`src/rtl/sha1_pkg.sv`:
```
package sha1_pkg;

  localparam int NUM_WORDS = 5;
  localparam int WORD_W    = 32;
  localparam int SCHED_LEN = 16;

  // item queue between the front end and the core
  localparam int QDEPTH = 4;
  localparam int QAW    = $clog2(QDEPTH);

  localparam logic [WORD_W-1:0] H_INIT [NUM_WORDS] = '{
    32'h67452301, 32'hEFCDAB89, 32'h98BADCFE, 32'h10325476, 32'hC3D2E1F0
  };

  localparam logic [WORD_W-1:0] K0 = 32'h5A827999;
  localparam logic [WORD_W-1:0] K1 = 32'h6ED9EBA1;
  localparam logic [WORD_W-1:0] K2 = 32'h8F1BBCDC;
  localparam logic [WORD_W-1:0] K3 = 32'hCA62C1D6;

  localparam logic [7:0] PAD_BYTE  = 8'h80;
  localparam logic [5:0] LEN_POS   = 6'd56;
  localparam logic [5:0] LAST_POS  = 6'd63;
  localparam logic [6:0] LAST_RND  = 7'd79;
  localparam logic [2:0] LAST_IDX  = 3'd4;

  typedef struct packed {
    logic [7:0] data;
    logic       has_byte;
    logic       eom;
  } item_t;

  typedef struct packed {
    logic                              err;
    logic [NUM_WORDS-1:0][WORD_W-1:0] words;
  } digest_t;

  typedef enum logic [6:0] {
    ST_LOAD  = 7'b0000001,
    ST_PAD80 = 7'b0000010,
    ST_PADZ  = 7'b0000100,
    ST_PADL  = 7'b0001000,
    ST_ROUND = 7'b0010000,
    ST_ADD   = 7'b0100000,
    ST_DONE  = 7'b1000000
  } state_t;

endpackage

```
`src/rtl/sha1_front.sv`:
```
module sha1_front (
  input  logic              clk,
  input  logic              rst_n,
  input  logic              push,
  input  logic [7:0]        in_data_byte,
  input  logic              in_has_byte,
  input  logic              in_end_of_message,
  output logic              full,
  output sha1_pkg::item_t   item_o,
  output logic              item_valid_o,
  input  logic              item_ready_i
);

  sha1_pkg::item_t          q_r [sha1_pkg::QDEPTH];
  logic [sha1_pkg::QAW-1:0] wr_r, rd_r;
  logic [sha1_pkg::QAW:0]   cnt_r;
  logic                     wr_en, rd_en, acc;

  assign full         = (cnt_r == (sha1_pkg::QAW+1)'(sha1_pkg::QDEPTH));
  assign acc          = push & ~full;
  // items that carry neither a byte nor an end mark change nothing: drop them here
  assign wr_en        = acc & (in_has_byte | in_end_of_message);
  assign item_valid_o = (cnt_r != '0);
  assign rd_en        = item_valid_o & item_ready_i;
  assign item_o       = q_r[rd_r];

  always_ff @(posedge clk) begin
    if (!rst_n) begin
      wr_r  <= '0;
      rd_r  <= '0;
      cnt_r <= '0;
    end else begin
      if (wr_en) wr_r <= wr_r + 1'b1;
      if (rd_en) rd_r <= rd_r + 1'b1;
      case ({wr_en, rd_en})
        2'b10:   cnt_r <= cnt_r + 1'b1;
        2'b01:   cnt_r <= cnt_r - 1'b1;
        default: cnt_r <= cnt_r;
      endcase
    end
  end

  always_ff @(posedge clk) begin
    if (wr_en) begin
      q_r[wr_r].data     <= in_data_byte;
      q_r[wr_r].has_byte <= in_has_byte;
      q_r[wr_r].eom      <= in_end_of_message;
    end
  end

endmodule

```
`src/rtl/sha1_core.sv`:
```
module sha1_core (
  input  logic              clk,
  input  logic              rst_n,
  input  sha1_pkg::item_t   item_i,
  input  logic              item_valid_i,
  output logic              item_ready_o,
  output sha1_pkg::digest_t dig_o,
  output logic              dig_valid_o,
  input  logic              dig_ready_i
);

  sha1_pkg::state_t state_r, state_nxt, ret_r, ret_nxt;
  logic [5:0]       pos_r, pos_nxt;
  logic [63:0]      cnt_r, cnt_nxt, cnt_sum;
  logic             ovf_r, ovf_nxt, ovf_item;
  logic [6:0]       t_r, t_nxt;
  logic [31:0]      h_r [sha1_pkg::NUM_WORDS];
  logic [31:0]      h_nxt [sha1_pkg::NUM_WORDS];

  logic [23:0]      acc_r, acc_nxt;
  logic [31:0]      line_r [sha1_pkg::SCHED_LEN];
  logic [31:0]      line_nxt [sha1_pkg::SCHED_LEN];
  logic [31:0]      a_r, b_r, c_r, d_r, e_r;
  logic [31:0]      a_nxt, b_nxt, c_nxt, d_nxt, e_nxt;

  logic             byte_we, shift_en, take;
  logic [7:0]       byte_val;
  logic [31:0]      shift_in, w, f, k;
  sha1_pkg::state_t end_tgt;

  assign cnt_sum      = cnt_r + 64'd8;
  assign item_ready_o = (state_r == sha1_pkg::ST_LOAD);
  assign dig_valid_o  = (state_r == sha1_pkg::ST_DONE);

  always_comb begin
    dig_o.err = ovf_r;
    for (int i = 0; i < sha1_pkg::NUM_WORDS; i++) begin
      dig_o.words[i] = ovf_r ? '0 : h_r[i];
    end
  end

  // message schedule: from round 16 on, line_r[0] is W[t-16] and line_r[15] is W[t-1]; before that, line_r[0] is W[t]
  always_comb begin
    if (t_r < 7'd16) begin
      w = line_r[0];
    end else begin
      w = line_r[13] ^ line_r[8] ^ line_r[2] ^ line_r[0];
      w = {w[30:0], w[31]};
    end
    if (t_r < 7'd20) begin
      f = (b_r & c_r) | (~b_r & d_r);
      k = sha1_pkg::K0;
    end else if (t_r < 7'd40) begin
      f = b_r ^ c_r ^ d_r;
      k = sha1_pkg::K1;
    end else if (t_r < 7'd60) begin
      f = (b_r & c_r) | (b_r & d_r) | (c_r & d_r);
      k = sha1_pkg::K2;
    end else begin
      f = b_r ^ c_r ^ d_r;
      k = sha1_pkg::K3;
    end
  end

  always_comb begin
    state_nxt = state_r;
    ret_nxt   = ret_r;
    pos_nxt   = pos_r;
    cnt_nxt   = cnt_r;
    ovf_nxt   = ovf_r;
    t_nxt     = t_r;
    acc_nxt   = acc_r;
    a_nxt     = a_r;
    b_nxt     = b_r;
    c_nxt     = c_r;
    d_nxt     = d_r;
    e_nxt     = e_r;
    for (int i = 0; i < sha1_pkg::NUM_WORDS; i++) h_nxt[i] = h_r[i];
    byte_we   = 1'b0;
    byte_val  = '0;
    shift_en  = 1'b0;
    shift_in  = w;
    take      = 1'b0;
    ovf_item  = ovf_r;
    end_tgt   = sha1_pkg::ST_PAD80;

    case (state_r)
      sha1_pkg::ST_LOAD: begin
        if (item_valid_i) begin
          take = item_i.has_byte & ~ovf_r;
          if (take) begin
            byte_we  = 1'b1;
            byte_val = item_i.data;
            cnt_nxt  = cnt_sum;
            if (cnt_sum == '0) ovf_item = 1'b1;
          end
          ovf_nxt = ovf_item;
          end_tgt = ovf_item ? sha1_pkg::ST_DONE : sha1_pkg::ST_PAD80;
          if (take && pos_r == sha1_pkg::LAST_POS) begin
            state_nxt = sha1_pkg::ST_ROUND;
            ret_nxt   = item_i.eom ? end_tgt : sha1_pkg::ST_LOAD;
          end else if (item_i.eom) begin
            state_nxt = end_tgt;
          end
        end
      end
      sha1_pkg::ST_PAD80: begin
        byte_we   = 1'b1;
        byte_val  = sha1_pkg::PAD_BYTE;
        state_nxt = sha1_pkg::ST_PADZ;
        if (pos_r == sha1_pkg::LAST_POS) begin
          state_nxt = sha1_pkg::ST_ROUND;
          ret_nxt   = sha1_pkg::ST_PADZ;
        end
      end
      sha1_pkg::ST_PADZ: begin
        // zeros up to the length field; past it, zeros to the block end first
        if (pos_r == sha1_pkg::LEN_POS) begin
          state_nxt = sha1_pkg::ST_PADL;
        end else begin
          byte_we = 1'b1;
          if (pos_r == sha1_pkg::LAST_POS) begin
            state_nxt = sha1_pkg::ST_ROUND;
            ret_nxt   = sha1_pkg::ST_PADZ;
          end
        end
      end
      sha1_pkg::ST_PADL: begin
        byte_we  = 1'b1;
        byte_val = cnt_r[{~pos_r[2:0], 3'b000} +: 8];
        if (pos_r == sha1_pkg::LAST_POS) begin
          state_nxt = sha1_pkg::ST_ROUND;
          ret_nxt   = sha1_pkg::ST_DONE;
        end
      end
      sha1_pkg::ST_ROUND: begin
        shift_en = 1'b1;
        a_nxt    = {a_r[26:0], a_r[31:27]} + f + e_r + w + k;
        b_nxt    = a_r;
        c_nxt    = {b_r[1:0], b_r[31:2]};
        d_nxt    = c_r;
        e_nxt    = d_r;
        t_nxt    = t_r + 1'b1;
        if (t_r == sha1_pkg::LAST_RND) begin
          t_nxt     = '0;
          state_nxt = sha1_pkg::ST_ADD;
        end
      end
      sha1_pkg::ST_ADD: begin
        h_nxt[0]  = h_r[0] + a_r;
        h_nxt[1]  = h_r[1] + b_r;
        h_nxt[2]  = h_r[2] + c_r;
        h_nxt[3]  = h_r[3] + d_r;
        h_nxt[4]  = h_r[4] + e_r;
        state_nxt = ret_r;
      end
      sha1_pkg::ST_DONE: begin
        if (dig_ready_i) begin
          for (int i = 0; i < sha1_pkg::NUM_WORDS; i++) h_nxt[i] = sha1_pkg::H_INIT[i];
          pos_nxt   = '0;
          cnt_nxt   = '0;
          ovf_nxt   = 1'b0;
          state_nxt = sha1_pkg::ST_LOAD;
        end
      end
      default: begin
        state_nxt = sha1_pkg::ST_LOAD;
      end
    endcase

    // byte packer, shared by message and padding bytes
    if (byte_we) begin
      pos_nxt = pos_r + 1'b1;
      if (pos_r[1:0] == 2'b11) begin
        shift_en = 1'b1;
        shift_in = {acc_r, byte_val};
      end else begin
        acc_nxt = {acc_r[15:0], byte_val};
      end
      if (pos_r == sha1_pkg::LAST_POS) begin
        a_nxt = h_r[0];
        b_nxt = h_r[1];
        c_nxt = h_r[2];
        d_nxt = h_r[3];
        e_nxt = h_r[4];
      end
    end

    for (int i = 0; i < sha1_pkg::SCHED_LEN; i++) line_nxt[i] = line_r[i];
    if (shift_en) begin
      for (int i = 0; i < sha1_pkg::SCHED_LEN - 1; i++) line_nxt[i] = line_r[i+1];
      line_nxt[sha1_pkg::SCHED_LEN-1] = shift_in;
    end
  end

  always_ff @(posedge clk) begin
    if (!rst_n) begin
      state_r <= sha1_pkg::ST_LOAD;
      ret_r   <= sha1_pkg::ST_LOAD;
      pos_r   <= '0;
      cnt_r   <= '0;
      ovf_r   <= 1'b0;
      t_r     <= '0;
      for (int i = 0; i < sha1_pkg::NUM_WORDS; i++) h_r[i] <= sha1_pkg::H_INIT[i];
    end else begin
      state_r <= state_nxt;
      ret_r   <= ret_nxt;
      pos_r   <= pos_nxt;
      cnt_r   <= cnt_nxt;
      ovf_r   <= ovf_nxt;
      t_r     <= t_nxt;
      for (int i = 0; i < sha1_pkg::NUM_WORDS; i++) h_r[i] <= h_nxt[i];
    end
  end

  always_ff @(posedge clk) begin
    acc_r <= acc_nxt;
    a_r   <= a_nxt;
    b_r   <= b_nxt;
    c_r   <= c_nxt;
    d_r   <= d_nxt;
    e_r   <= e_nxt;
    for (int i = 0; i < sha1_pkg::SCHED_LEN; i++) line_r[i] <= line_nxt[i];
  end

endmodule

```
`src/rtl/sha1_out.sv`:
```
module sha1_out (
  input  logic              clk,
  input  logic              rst_n,
  input  sha1_pkg::digest_t dig_i,
  input  logic              dig_valid_i,
  output logic              dig_ready_o,
  output logic              empty,
  input  logic              pop,
  output logic [31:0]       out_digest_word,
  output logic [2:0]        out_word_index,
  output logic              out_last_word,
  output logic              out_length_error
);

  logic                                                 hold_r;
  logic [2:0]                                           idx_r;
  logic [sha1_pkg::NUM_WORDS-1:0][sha1_pkg::WORD_W-1:0] words_r;
  logic                                                 err_r;
  logic                                                 last, done;

  assign last             = (idx_r == sha1_pkg::LAST_IDX);
  assign done             = hold_r & pop & last;
  // a new digest may load in the cycle the last word leaves
  assign dig_ready_o      = ~hold_r | done;
  assign empty            = ~hold_r;
  assign out_digest_word  = words_r[idx_r];
  assign out_word_index   = idx_r;
  assign out_last_word    = last;
  assign out_length_error = err_r;

  always_ff @(posedge clk) begin
    if (!rst_n) begin
      hold_r <= 1'b0;
      idx_r  <= '0;
    end else if (dig_valid_i && dig_ready_o) begin
      hold_r <= 1'b1;
      idx_r  <= '0;
    end else if (done) begin
      hold_r <= 1'b0;
      idx_r  <= '0;
    end else if (hold_r && pop) begin
      idx_r <= idx_r + 1'b1;
    end
  end

  always_ff @(posedge clk) begin
    if (dig_valid_i && dig_ready_o) begin
      words_r <= dig_i.words;
      err_r   <= dig_i.err;
    end
  end

endmodule

```
`src/rtl/sha1_hash.sv`:
```
// SHA-1 over a byte stream. Each input transaction may carry one message byte and
// may end the message; transactions with neither are taken and ignored. Bytes pass
// through a four-entry queue into the core, which takes at most one byte per cycle,
// so a full 64-byte block costs the loading of its bytes plus the 80 rounds, one per
// cycle, and the chaining add. At the end mark the core writes padding and length
// at one byte per cycle, pausing once before the length field, with one compression
// or, when the length does not fit in the current block, two compressions. It then
// hands the digest to the output stage, which presents five transactions, most
// significant word first; the output stage takes a new digest only once the last
// word of the previous one has left, and the core starts on the next message as soon
// as its digest is taken. Once the queue has filled, input stalls while a block
// compresses, while padding runs and while the core waits on the output stage. A
// 64-bit bit count overflow drops the rest of the message and flags length_error
// with zero words.
module sha1_hash (
  input  logic        clk,
  input  logic        rst_n,
  input  logic        push,
  output logic        full,
  input  logic [7:0]  in_data_byte,
  input  logic        in_has_byte,
  input  logic        in_end_of_message,
  output logic        empty,
  input  logic        pop,
  output logic [31:0] out_digest_word,
  output logic [2:0]  out_word_index,
  output logic        out_last_word,
  output logic        out_length_error
);

  sha1_pkg::item_t   item;
  logic              item_valid, item_ready;
  sha1_pkg::digest_t dig;
  logic              dig_valid, dig_ready;

  sha1_front u_front (
    .clk               (clk),
    .rst_n             (rst_n),
    .push              (push),
    .in_data_byte      (in_data_byte),
    .in_has_byte       (in_has_byte),
    .in_end_of_message (in_end_of_message),
    .full              (full),
    .item_o            (item),
    .item_valid_o      (item_valid),
    .item_ready_i      (item_ready)
  );

  sha1_core u_core (
    .clk          (clk),
    .rst_n        (rst_n),
    .item_i       (item),
    .item_valid_i (item_valid),
    .item_ready_o (item_ready),
    .dig_o        (dig),
    .dig_valid_o  (dig_valid),
    .dig_ready_i  (dig_ready)
  );

  sha1_out u_out (
    .clk              (clk),
    .rst_n            (rst_n),
    .dig_i            (dig),
    .dig_valid_i      (dig_valid),
    .dig_ready_o      (dig_ready),
    .empty            (empty),
    .pop              (pop),
    .out_digest_word  (out_digest_word),
    .out_word_index   (out_word_index),
    .out_last_word    (out_last_word),
    .out_length_error (out_length_error)
  );

endmodule
```
`config.mk`:
```
export PLATFORM = sky130hd
export DESIGN_NAME = sha1_hash
export DESIGN_NICKNAME = d
export VERILOG_FILES = /design/src/rtl/sha1_pkg.sv /design/src/rtl/sha1_front.sv /design/src/rtl/sha1_core.sv /design/src/rtl/sha1_out.sv /design/src/rtl/sha1_hash.sv
export SDC_FILE = /design/constraint.sdc
export NUM_CORES = 2
export LEC_CHECK = 0
export BUFFER_PORTS_ARGS = -buffer_cell sky130_fd_sc_hd__buf_2
export CAP_MARGIN = 20
export CORE_MARGIN = 5
export CORE_UTILIZATION = 50
export DETAILED_ROUTE_END_ITERATION = 7
export GPL_TIMING_DRIVEN = 0
export PLACE_DENSITY = 0.7
export SETUP_SLACK_MARGIN = 0.5
export SYNTH_ARGS = -nofsm -noshare
export SYNTH_HDL_FRONTEND = slang
export SYNTH_SLANG_ARGS = --single-unit
```
`constraint.sdc`:
```
create_clock -name clk -period 32.1 [get_ports clk]
set_clock_uncertainty 0.2 [all_clocks]
set_input_delay 6.42 -clock clk [delete_from_list [all_inputs] [get_ports clk]]
set_output_delay 6.42 -clock clk [all_outputs]
set_load 0.05 [all_outputs]
```
# --- After elaboration in Yosys (flattened, before gate mapping) ---
# Memory sizes are Yosys's and may differ from the RTL's. A register that Yosys moved wholly into a read port is not among the register bits.
# Index checks and enable logic that the tools add are counted.
op_classes:
  n_addsub: 17
  n_lt_le_gt_ge: 5
  eq_ne: 23
  shifts: 1
  n_mux: 85
  bitwise_logic: 32
  reduce_logical: 19
ops:
  columns: ["operator", "n"]
  rows:
  - ["32-bit two-way mux", 29]
  - ["512-bit two-way mux", 1]
  - ["160-bit one-hot mux with 2 select lines", 1]
  - ["32-bit adder", 9]
  - ["64-bit two-way mux", 3]
  - ["160-bit two-way mux", 1]
  - ["32-bit bitwise XOR", 5]
  - ["32-bit AND", 4]
  - ["64-bit one-hot mux with 2 select lines", 1]
  - ["7-bit two-way mux", 15]
  - ["32-bit binary-select mux with 3-bit select", 1]
  - ["32-bit bitwise OR", 3]
  - ["64-bit by 4-bit adder with 64-bit output (second input constant)", 1]
  - ["64-bit logical NOT", 1]
  - ["64-bit by 7-bit variable part select with 8-bit output", 1]
  - ["7-bit one-hot mux with 7 select lines", 1]
  - ["32-bit NOT", 1]
  - ["31-bit two-way mux", 1]
  - ["7-bit one-hot mux with 4 select lines", 1]
  - ["8-bit one-hot mux with 3 select lines", 1]
  - ["1-bit two-way mux", 18]
  - ["6-bit two-way mux", 3]
  - ["8-bit two-way mux", 2]
  - ["7-bit equality test (second input constant)", 2]
  - ["other kinds (40)", 76]
word_totals:
  regBits: 448
  ramBits: 712
  input_bits: 14
  output_inout_bits: 39
  memories: 3
mem_list:
  columns: ["name", "depth", "word_bits", "rd", "rd_clocked_by_memory_dff", "write_ports", "line_no", "source"]
  rows:
  - ["u_core.line_r", 16, 32, 16, 0, 16, "sha1_core.sv:21", "logic [31:0] line_r [sha1_pkg::SCHED_LEN];"]
  - ["u_core.h_r", 5, 32, 5, 0, 5, "sha1_core.sv:17", "logic [31:0] h_r [sha1_pkg::NUM_WORDS];"]
  - ["u_front.q_r", 4, 10, 1, 1, 1, "sha1_front.sv:14", "sha1_pkg::item_t q_r [sha1_pkg::QDEPTH];"]

# --- Longest topological paths before layout ---
logic_depth:
  depth_word: 13
  mapped_depth: 26
  depth_no_buf: 24

# --- Hierarchy ---
# A second synthesis with hierarchy kept.
unflattened:
  cells_unflattened: 5316
  area_unflattened_um2: 57239.9
by_module_without_submodules:
  columns: ["module", "n_inst", "cells_per_inst", "area_each_um2", "seq_area_each_um2"]
  rows:
  - ["sha1_core", 1, 4879, 49027.0, 24223.2]
  - ["sha1_out", 1, 334, 6287.3, 4914.7]
  - ["sha1_front", 1, 103, 1925.6, 1381.3]

# --- Worst setup path before layout ---
# Ideal clock, no wire load.
synth_timing:
  kind: "register to register"
  from: "register, netlist name u_core.pos_r[1]"
  to: "memory u_core.line_r[0][0], enable pin"
  setup_ps: 972
  arrival_time_ps: 14658
  setup_slack_ps: 16270
  stages_incl_launch_ff: 15
  n_path_buf: 4
  period_less_slack_ps: 15830
  path_cell_list: "dfxtp_1 buf_1 clkbuf_1 inv_1 ha_1 nand2_1 nor3_1 nor2_1 nor2_1 nor2_1 or3_1 clkbuf_1 and2_1 clkbuf_1 nand2b_1"
synth_lines:
  columns: ["item", "line_no"]
  rows:
  - ["end: declaration", "sha1_core.sv:21"]

# --- Worst setup path in the final report ---
layout_timing:
  from: "register u_out.idx_r[0], in the netlist u_out.out_word_index[0]"
  to: "output out_digest_word[15]"
layout_between:
  elab_chain_cells: 2
layout_rtl:
  columns: ["item", "line_no", "source"]
  rows:
  - ["start: declaration", "sha1_out.sv:16", "logic [2:0] idx_r;"]
  - ["start signal: assignment", "sha1_out.sv:42", "idx_r <= idx_r + 1'b1;"]
  - ["32-bit binary-select mux with 3-bit select", "sha1_out.sv:26", "assign out_digest_word = words_r[idx_r];"]
  - ["32-bit two-way mux (not written as such)", "sha1_out.sv:26", null]
  - ["end: declaration", "sha1_hash.sv:25", "output logic [31:0] out_digest_word,"]
# No other way between the ends. The select of a mux whose other input is x is not followed.

==> reports/metrics.csv <==
metric;value;unit
Sink Count;1156;
Post-CTS Setup Repair Bufs;0;
Mapped Area;57600;um2
IO buf count;51;
CP endpoint kind;output pin;
syn nets;5751;
Max Clock Freq;92.9;MHz
cells after synthesis;5381;
DR iter-0 viols;5066;
minimum clock period;10760;ps
share of the synthesized area in the top cell type;38.4;%
vias per std cell;6.11;
Synth Warn #;0;
CTS buffer count;120;
clock latency on the worst-skew pair;730;ps
H-Tree Depth;3;
slew margin rel.;16.5;%
Initial Util;50.3;%
detailed-route DRC error count;0;
DIE AREA;122000;um2
average size of a mapped cell;10.7;um2
vias in the first global route;41200;
crit path from;u_out.out_word_index[0]$_SDFFE_PP0P_;
hold_buf cts;0;
DRT antenna net count;0;
first-pass GRT wire length;265000;um
post-synth top area cell;edfxtp_1;
final hold violations;0;
#FFs+latches synth;1156;
area grow syn2layout;11.7;%
Synth area leaders;edfxtp_1, dfxtp_1, ha_1;
Post-synth EDFFs;737;
Static Leak;23.8;nW
Comb power frac;7.9;%
Psw;0.000823;W
commonest non-fill, non-tap cells in the layout;edfxtp_1, nand2_1, nor2_1;
GPL Wtd Cong;0.996;
Vias;44000;
CP startpoint kind;flop;
clk buf depth;3;
commonest non-fill, non-tap cell in the layout;edfxtp_1;
Sequential Power Share;48.5;%
share of post-route cells with drive strength above 1;6.63;%
gr ovfl total;0;
PostCTS Resize Cnt;0;
initial antenna violation count;11;
Pint;0.00251;W
Max VDD drop;0.0551;mV
nets@finish;5948;
die width;350;um
DP Wirelength;137000;um
register area share after synthesis;52.9;%
reg-to-reg startpoint;u_core.t_r[4]$_SDFFE_PN0P_;
final instance area;64400;um2
status;complete, no violations;
WP data required;25480;ps
TritonCTS clock tree;built;
RSZ-0062 raised after global routing;false;
CTS root buf;clkbuf_16;
drt total wl;182000;um
Hold Path Class;reg2reg;
Switching Fraction;24.7;%
routed len/inst;25.3;um
CP max FO;10;
Clock Pin Slew Worst Setup and Hold Paths;70;ps
IO Pins;53;
final core utilization;56.3;%
placed cell area;60200;um2
# setup viols final;0;
setup slack after layout;21340;ps
Synth cell types;90;
Power Density;51.8;nW/um2
Core Rows;124;
final worst path period share;33.5;%
ys async rst share;0;%
max_cap viols;0;
clock network fraction of total power;43.6;%
largest net degree at the start of global routing;70;
dpl ws;21990;ps
Slew @ Worst Pin;1250;ps
die height;350;um
Arr. time, crit path;4140;ps
critical path type;reg2out;
Global Route Usage Sum;29.0;%
Core ar.;115000;um2
Hold Crit Start;u_core.line_r[0][142]$_DFFE_PP_;
Fillers;9772;
setup TNS;0;ps
Top FF cell, synth;edfxtp_1;
router iterations before antenna repair;8;
max-slew violations;0;
[area by class of cell]
type	instances	area [um2]	area share [%]
clock inverter	80	920	1.43
sequential	1156	30500	47.4
multi-input combinational	3734	25300	39.2
antenna	3	7.51	0.0117
clock buffer	148	3190	4.95
timing repair buffer	75	726	1.13
tap	1512	1890	2.94
inverter	229	860	1.33
buffer	262	1030	1.60
[critical path: stages (launching register included)]
cell and delay, ps:
dfxtp_1 540, buf_1 590, buf_6 250, buf_1 680
mux2i_1 370, o22ai_1 590, buf_2 380
[routing by layer]
| layer | share of wire, % | wire length (um) | GRT usage (%) | vias to the layer above |
|---|---|---|---|---|
| met3 | 8.3 | 15100 | 5.02 | 473 |
| met4 | 6.5 | 11900 | 16.1 | 0 |
| met2 | 43 | 79100 | 43.9 | 2118 |
| met1 | 42 | 75900 | 39.9 | 21600 |
| li1 | - | - | - | 19800 |
| met5 | 0 | 0 | 0 | - |
[power groups by stage]
| stage | Clock, W | Combinational (W) | Sequential (W) |
|---|---|---|---|
| 2_1_floorplan | 0 | 0.000151 | 0.00164 |
| 3_3_place_gp | 0 | 0.000247 | 0.00165 |
| 3_5_place_dp | 0 | 0.000255 | 0.00165 |
| 4_1_cts | 0.00147 | 0.000256 | 0.00162 |
| 5_1_grt | 0.00154 | 0.000277 | 0.00162 |
| 6_report | 0.00146 | 0.000262 | 0.00162 |
[flip-flops by register name, summed over array words and instances (netlist names), 3 cells and up, named ones only]
name                  count
u_out.out_word_index      3
u_core.d_r               32
u_core.e_r               32
u_core.pos_r              6
u_front.cnt_r             3
u_out.words_r           160
u_core.ret_r              4
u_core.c_r               32
u_core.acc_r             24
u_core.t_r                7
u_core.a_r               32
u_front.q_r              40
u_core.cnt_r             61
u_core.h_r              160
u_core.b_r               32
u_core.line_r           512
u_core.state_r            7
[through the flow]
stage               std cells  power [W]  hold WS [ps]
finish                   7199    0.00334           206
global route             7197    0.00343           203
CTS                      7190    0.00335           204
global placement         6944    0.00190           200
floorplan                5381    0.00180           200
detailed placement       6962    0.00191           205
[final timing paths]
| path | to | slack (ps) | cells after the start |
|---|---|---|---|
| worst min register to register | u_core.line_r[0][110]$_DFFE_PP_ | 210 | 0 |
| worst max-delay path | out_digest_word[15] | 21340 | 6 |
| worst max register to register | u_core.a_r[31]$_DFF_P_ | 22620 | 24 |
| worst min-delay path | u_core.line_r[0][110]$_DFFE_PP_ | 210 | 0 |
[Yosys cell counts (all sizes together), types with 16 or more instances]
cell and count:
a21oi 342, nor3 89, o21ai 271, and2 16, or3 36, mux4 23
nand2b 35, clkbuf 213, o211ai 25, inv 228, a22oi 41, and3 35
xor2 74, ha 231, a21o 82, o32ai 16, nor2b 209, buf 49
nand4 48, nand3 78, a31oi 165, nand2 567, xnor2 203, nor4 27
a211oi 34, mux2i 91, mux2 19, edfxtp 737, o21bai 22, dfxtp 419
o22ai 73, nor2 534, fa 125, o21a 37
[cells by family after synthesis]
group | synth area share (%)
compound gates | 13.2
xor+xnor | 4.21
fa+ha+maj | 9.35
buf+inv | 3.27
flops | 52.9
mux | 2.85
simple gates | 14.2
Note: power is estimated with default switching activity, not from simulation.
